--- config.mk ---
export PLATFORM = sky130hd
export DESIGN_NAME = rvl_depth_decoder
export DESIGN_NICKNAME = d
export VERILOG_FILES = /design/src/rdd_pkg.sv /design/src/rvl_depth_decoder.sv
export SDC_FILE = /design/constraint.sdc
export NUM_CORES = 1
export LEC_CHECK = 0
export BUFFER_PORTS_ARGS = -buffer_cell sky130_fd_sc_hd__buf_4
export CAP_MARGIN = 5
export CORE_MARGIN = 2
export CORE_UTILIZATION = 42
export CTS_BUF_LIST = sky130_fd_sc_hd__clkbuf_4
export DETAILED_ROUTE_END_ITERATION = 10
export GPL_TIMING_DRIVEN = 1
export PLACE_DENSITY = 0.68
export SETUP_SLACK_MARGIN = 0.3
export SYNTH_ARGS = -nofsm -noshare
export SYNTH_HDL_FRONTEND = slang
export SYNTH_SLANG_ARGS = --single-unit
--- constraint.sdc ---
create_clock -name clk_i -period 17.55 [get_ports clk_i]
set_input_delay 3.51 -clock clk_i [delete_from_list [all_inputs] [get_ports clk_i]]
set_output_delay 3.51 -clock clk_i [all_outputs]
set_load 0.05 [all_outputs]
--- src/rdd_pkg.sv ---
// ----------------------------------------------------------------------------
// RVL depth decoder package
// Shared types, constants and the nibble decode function.
// ----------------------------------------------------------------------------
package rdd_pkg;

  localparam logic [22:0] MAX_PIXELS        = 23'd4194304;
  localparam logic [22:0] FRAME_PIXELS_RST  = 23'd307200;
  localparam logic [5:0]  SHIFT_LIMIT       = 6'd32;
  localparam logic [5:0]  GROUP_BITS        = 6'd3;

  typedef enum logic [1:0] {
    PH_ZRUN  = 2'd0,
    PH_NCNT  = 2'd1,
    PH_DELTA = 2'd2,
    PH_DONE  = 2'd3
  } phase_e;

  typedef struct packed {
    phase_e      phase;
    logic [31:0] accum;
    logic [5:0]  shift;
    logic [22:0] run_left;
    logic [22:0] pix;
    logic [15:0] prev;
  } dec_state_t;

  typedef struct packed {
    logic [15:0] value;
    logic [22:0] len;
    logic        frame_end;
    logic        last;
  } res_t;

  typedef struct packed {
    dec_state_t st;
    logic       vld;
    res_t       res;
  } step_t;

  localparam dec_state_t STATE_CLEAR = '{
    phase: PH_ZRUN, accum: 32'd0, shift: 6'd0, run_left: 23'd0, pix: 23'd0, prev: 16'd0
  };

  // Decodes one nibble against the current state and frame size.
  function automatic step_t nibble_step(dec_state_t s, logic [3:0] nib, logic [22:0] fs);
    step_t       r;
    logic [31:0] v;
    logic [22:0] remain;
    logic [22:0] len;
    logic [15:0] new_prev;
    r        = '0;
    r.st     = s;
    v        = '0;
    remain   = '0;
    len      = '0;
    new_prev = '0;
    if (s.phase == PH_DONE || s.pix >= fs) begin
      r.st.phase = PH_DONE;
    end else begin
      if (s.shift < SHIFT_LIMIT) begin
        r.st.accum = s.accum | ({29'd0, nib[2:0]} << s.shift);
        r.st.shift = s.shift + GROUP_BITS;
      end
      if (!nib[3]) begin
        v          = r.st.accum;
        r.st.accum = '0;
        r.st.shift = '0;
        remain     = fs - s.pix;
        len        = (v < {9'd0, remain}) ? v[22:0] : remain;
        case (s.phase)
          PH_ZRUN: begin
            if (len != 23'd0) begin
              r.vld       = 1'b1;
              r.res.value = 16'd0;
              r.res.len   = len;
              r.st.pix    = s.pix + len;
              if (r.st.pix >= fs) begin
                r.res.frame_end = 1'b1;
                r.st.phase      = PH_DONE;
              end
            end
            if (r.st.phase != PH_DONE) begin
              r.st.phase = PH_NCNT;
            end
          end
          PH_NCNT: begin
            r.st.run_left = len;
            r.st.phase    = (len == 23'd0) ? PH_ZRUN : PH_DELTA;
          end
          PH_DELTA: begin
            new_prev = v[0] ? (s.prev - v[16:1] - 16'd1) : (s.prev + v[16:1]);
            r.st.prev = new_prev;
            if (s.run_left != 23'd0) begin
              r.st.run_left = s.run_left - 23'd1;
            end
            r.vld       = 1'b1;
            r.res.value = new_prev;
            r.res.len   = 23'd1;
            r.st.pix    = s.pix + 23'd1;
            if (r.st.pix >= fs) begin
              r.res.frame_end = 1'b1;
              r.st.phase      = PH_DONE;
            end else if (r.st.run_left == 23'd0) begin
              r.st.phase = PH_ZRUN;
            end
          end
          default: begin
            r.st.phase = PH_DONE;
          end
        endcase
      end
    end
    return r;
  endfunction

endpackage

--- src/rvl_depth_decoder.sv ---
// ----------------------------------------------------------------------------
// RVL depth decoder
// Decodes compressed depth bytes into zero runs and delta-coded pixels.
// ----------------------------------------------------------------------------
// A taken byte is registered, then decoded into the output buffer registers.
// Throughput: one item per cycle when it gives at most one result and the
// output is not stalled; an item with two results holds the input back until
// both pass the single output port, one result per cycle when not stalled.
// Reset clears the decode state and the buffer count; frame_pixels returns to 307200.
module rvl_depth_decoder (
  input  logic        clk_i,
  input  logic        rst_ni,
  input  logic        cfg_we_i,
  input  logic [22:0] cfg_wdata_i,
  input  logic        in_valid_i,
  output logic        in_stall_o,
  input  logic [7:0]  data_byte_i,
  input  logic        frame_start_i,
  output logic        out_valid_o,
  input  logic        out_stall_i,
  output logic [15:0] pixel_value_o,
  output logic [22:0] run_length_o,
  output logic        frame_end_o,
  output logic        last_o
);

  logic [22:0]        frame_pixels_q;
  logic [22:0]        fs;
  logic               in_valid_q;
  logic [7:0]         data_q;
  logic               start_q;
  rdd_pkg::dec_state_t state_q, state_d, state_base;
  rdd_pkg::step_t     step_hi, step_lo;
  rdd_pkg::res_t      buf_q [2];
  rdd_pkg::res_t      buf_d [2];
  rdd_pkg::res_t      res_hi, res_lo;
  logic [1:0]         cnt_q, cnt_d;
  logic               out_take, buf_free, advance, in_take;

  assign fs = (frame_pixels_q > rdd_pkg::MAX_PIXELS) ? rdd_pkg::MAX_PIXELS : frame_pixels_q;

  assign out_take   = (cnt_q != 2'd0) && !out_stall_i;
  assign buf_free   = (cnt_q == 2'd0) || ((cnt_q == 2'd1) && out_take);
  assign advance    = in_valid_q && buf_free;
  assign in_stall_o = in_valid_q && !buf_free;
  assign in_take    = in_valid_i && !in_stall_o;

  always_comb begin
    state_base = start_q ? rdd_pkg::STATE_CLEAR : state_q;
    step_hi    = rdd_pkg::nibble_step(state_base, data_q[7:4], fs);
    step_lo    = rdd_pkg::nibble_step(step_hi.st, data_q[3:0], fs);
    res_hi      = step_hi.res;
    res_lo      = step_lo.res;
    res_hi.last = !step_lo.vld;
    res_lo.last = 1'b1;
    state_d = state_q;
    buf_d   = buf_q;
    cnt_d   = cnt_q;
    if (advance) begin
      state_d  = step_lo.st;
      cnt_d    = {1'b0, step_hi.vld} + {1'b0, step_lo.vld};
      buf_d[0] = step_hi.vld ? res_hi : res_lo;
      buf_d[1] = res_lo;
    end else if (out_take) begin
      cnt_d    = cnt_q - 2'd1;
      buf_d[0] = buf_q[1];
    end
  end

  always_ff @(posedge clk_i or negedge rst_ni) begin
    if (!rst_ni) begin
      frame_pixels_q <= rdd_pkg::FRAME_PIXELS_RST;
      in_valid_q     <= 1'b0;
      state_q        <= rdd_pkg::STATE_CLEAR;
      cnt_q          <= 2'd0;
    end else begin
      if (cfg_we_i) begin
        frame_pixels_q <= cfg_wdata_i;
      end
      if (in_take) begin
        in_valid_q <= 1'b1;
      end else if (advance) begin
        in_valid_q <= 1'b0;
      end
      state_q <= state_d;
      cnt_q   <= cnt_d;
    end
  end

  always_ff @(posedge clk_i) begin
    if (in_take) begin
      data_q  <= data_byte_i;
      start_q <= frame_start_i;
    end
    buf_q <= buf_d;
  end

  assign out_valid_o   = (cnt_q != 2'd0);
  assign pixel_value_o = buf_q[0].value;
  assign run_length_o  = buf_q[0].len;
  assign frame_end_o   = buf_q[0].frame_end;
  assign last_o        = buf_q[0].last;

endmodule

==> summary.md <==
| Metric | Value |
|---|---|
| Syn avg cell area | `7.52 sq um` |
| Crit path kind | `flop to flop` |
| CTS max path bufs | `3` |
| Sequential fraction of the synthesis area | `20.5%` |
| Layout cells sized above 1 | `between 20% and 30%` |
| Prevailing post-synth register cell | `dfrtp_1` |
| Port Buffers | `79` |
| Largest net degree at the start of global routing | `98` |
| FMAX | `59.5 MHz` |
| Most used cell, CP | `buf_4` |
| Die height | `266 um` |
| Total clock sinks | `218` |
| Final Cycle Share | `between 90 and 100%` |
| Initial antenna violation count | `3` |
| Element type at the critical path end | `flop` |
| Die area | `a little over 70,000 sq um` |
| Drt drc | `0` |
| Final Max Tran Viols | `0` |
| Register bit total from synthesis | `approximately 220` |
| Starting density of the core | `42.2%` |
| WP buf/inv | `12` |
| Worst hold path class | `flop to flop` |
| Synthesized cell area | `28,800 sq um` |
| IO Count | `80` |
| Total GRT Usage | `36.1%` |
| Placer Congestion | `between 1 and 1.5` |
| Power density over the cells | `187 nW/um^2` |
| Layout Skew | `0.0796 ns` |
| Slowest cell on crit path | `or4_1` |
| Setup tns final | `0 ns` |
| Total congestion overflow | `0` |
| Final setup fails | `0` |
| Number of global-route vias before repair | `29,900` |
| Final min period | `16.81 ns` |
| Critical path required time | `about 18 ns` |
| Root Driver | `clkbuf_4` |
| Ys Warns | `0` |
| Core Region | `between 60,000 and 70,000 sq um` |
| Wirelength, routed | `between 100,000 and 150,000 um` |
| Final Hold Viols | `0` |
| Pwr Total | `around 6.4 mW` |
| Vias post-DR | `between 30,000 and 40,000` |
| Crit-path max FO | `15` |
| Max_slew headroom | `18.9%` |
| Post-synthesis net count | `4,170` |
| CTS tree | `built` |
| RSZ-0062 raised after global routing | `false` |
| Starting DRC count in detailed routing | `4,330` |
| Detailed Place HPWL | `104,000 um` |
| Die X | `around 270 um` |
| Post-synth EDFFs | `90` |
| CTS buffer count | `slightly above 70` |
| Lkg Pwr | `15.5 nW` |
| Critical Path Start Type | `flop` |
| WL/cell | `25.8 um` |
| Peak supply drop | `0.129 mV` |
| Outcome | `finished, final reports clean` |
| Row cnt | `96` |
| Drt via density | `6.40` |
| Pre-antenna DRT Iters | `9` |
| CP arrival | `17.51 ns` |
| Worst skew pair latency | `0.90 ns` |
| Layout overhead on the synthesized area | `18.7%` |
| First-pass GRT wire length | `192,000 um` |
| Cell variety after synth | `106` |
| Worst-path clk slew | `about 0.06 ns` |
| Final net count | `between 4,000 and 5,000` |
| Cell family with most CP delay | `compound AO/OA/AOI/OAI gates` |
| Max Cap Violations | `0` |
| CTS Hold Buffers Added | `0` |
| Worst slew pin tran | `1.21 ns` |
| CTS H-Tree Depth | `3` |
| Final antenna-violating net count | `0` |
| Cells after synthesis | `3,833` |
| Slowest stage delay, CP | `0.54 ns` |
| Async SR Flop Fraction | `58.7%` |
## synth_stat cells, types with 80 or more instances
cell        n  area [sq um]
nand2_1   426          1600
nand3_1    80           400
ha_1      292          3650
o21ai_0   274          1370
edfxtp_1   90          2700
a21o_1    102           766
nor3_1     96           480
a21oi_1   282          1410
nor2_1    316          1190
xnor2_1   131          1150
dfrtp_1   124          3100
inv_1     227           852
clkbuf_1  152           571
## sequential cells by signal (all words and copies together) (netlist names)
| name | cells |
|---|---|
| state_q | 102 |
| pixel_value_o | 16 |
| buf_q | 40 |
| in_valid_q | 1 |
| data_q | 8 |
| frame_end_o | 1 |
| start_q | 1 |
| frame_pixels_q | 23 |
| cnt_q | 2 |
| last_o | 1 |
| run_length_o | 23 |
## routing by layer
metal	wire, um	up-vias	GRT usage, %
met5	0	-	0
met4	7880	0	20.2
met3	15300	410	8.41
met2	56100	2073	54.1
met1	52900	15400	47.7
li1	-	14900	-
## cell families after synthesis
kind of cell | share of synthesized area, %
fa+ha+maj | 13.4
xor+xnor | 5.03
compound gates | 29.1
buf+inv | 6.86
simple gates | 21.8
mux | 3.31
flops | 20.5
## tightest hold or removal path, cell delays in order (launching register included)
cell	delay, ns
dfrtp_1	0.34
nand2_1	0.05
o31ai_1	0.05
## placed cells by master (no fill, tap or decap), types with 25 or more instances in the layout
cell type / Yosys / routed
o21bai_1: 42 / 41
and2_1: 41 / 41
a32oi_1: 31 / 29
a211oi_1: 41 / 26
nor3_1: 96 / 91
ha_1: 292 / 282
nand4_1: 52 / 52
o21ai_0: 274 / 252
o21ai_1: 39 / 54
nand2b_1: 38 / 37
nor2_1: 316 / 311
xor2_1: 32 / 32
a21oi_1: 282 / 264
nand3_1: 80 / 78
o31ai_1: 36 / 35
o21a_1: 44 / 44
o22ai_1: 26 / 26
nand2_1: 426 / 425
a21o_1: 102 / 101
or2_2: 25 / 25
mux2i_1: 47 / 46
a31oi_1: 56 / 55
clkbuf_4: 0 / 96
and3_1: 40 / 38
o211ai_1: 33 / 33
mux2_2: 42 / 42
nor2b_1: 78 / 74
xnor2_1: 131 / 128
inv_1: 227 / 223
dfrtp_1: 124 / 124
edfxtp_1: 90 / 90
buf_4: 41 / 508
## stage by stage
step                      area (sq um)  util (%)  hold WS [ns]  setup WS (ns)  cells
after floorplan                  29000         -         0.441          0.309   3833
after global placement           32700      47.8         0.454          0.129   4960
after detailed placement         32700      47.8         0.460         -0.221   4960
after CTS                        33600      49.2         0.474          0.311   5094
after global routing             34200      50.1         0.495          0.104   5122
final                            34200      50.1         0.472          0.745   5122
## worst paths after layout
check / startpoint / to / slack (ns) / depth (start not counted)
setup / recovery: frame_pixels_q[20] / frame_end_o / 0.74 / 80
hold / removal: state_q[83] / state_q[83] / 0.47 / 2
setup reg to reg: frame_pixels_q[20] / frame_end_o / 0.74 / 80
hold reg to reg: state_q[83] / state_q[83] / 0.47 / 2
max in group asynchronous: rst_ni / frame_pixels_q[8] / 13.42 / 2
min in group asynchronous: rst_ni / in_valid_q / 2.67 / 1
## report_power, final
part / internal (mW) / switching [mW]
combinational: 1.83 / 3.16
clock: 0.262 / 0.285
sequential: 0.735 / 0.139
## timing repair
| action | in CTS | in global routing |
|---|---|---|
| resized for setup | 14 | 115 |
| pin swaps | 0 | 39 |
| buffers inserted | 0 | 25 |
| setup endpoints to repair | 3 | 6 |
| cloned | 0 | 1 |
| hold endpoints to repair | 0 | 0 |
## final cells by class
type / count / area [sq um]
well taps: 882 / 1100
inverters: 234 / 880
diodes: 2 / 5.00
clock inverters: 38 / 186
clock buffers: 96 / 721
repair buffers: 512 / 3870
flip-flops and latches: 218 / 5910
fillers: 6778 / 34100
multi-input cells: 3140 / 21600
No activity file was read; power rests on OpenSTA's default activity.
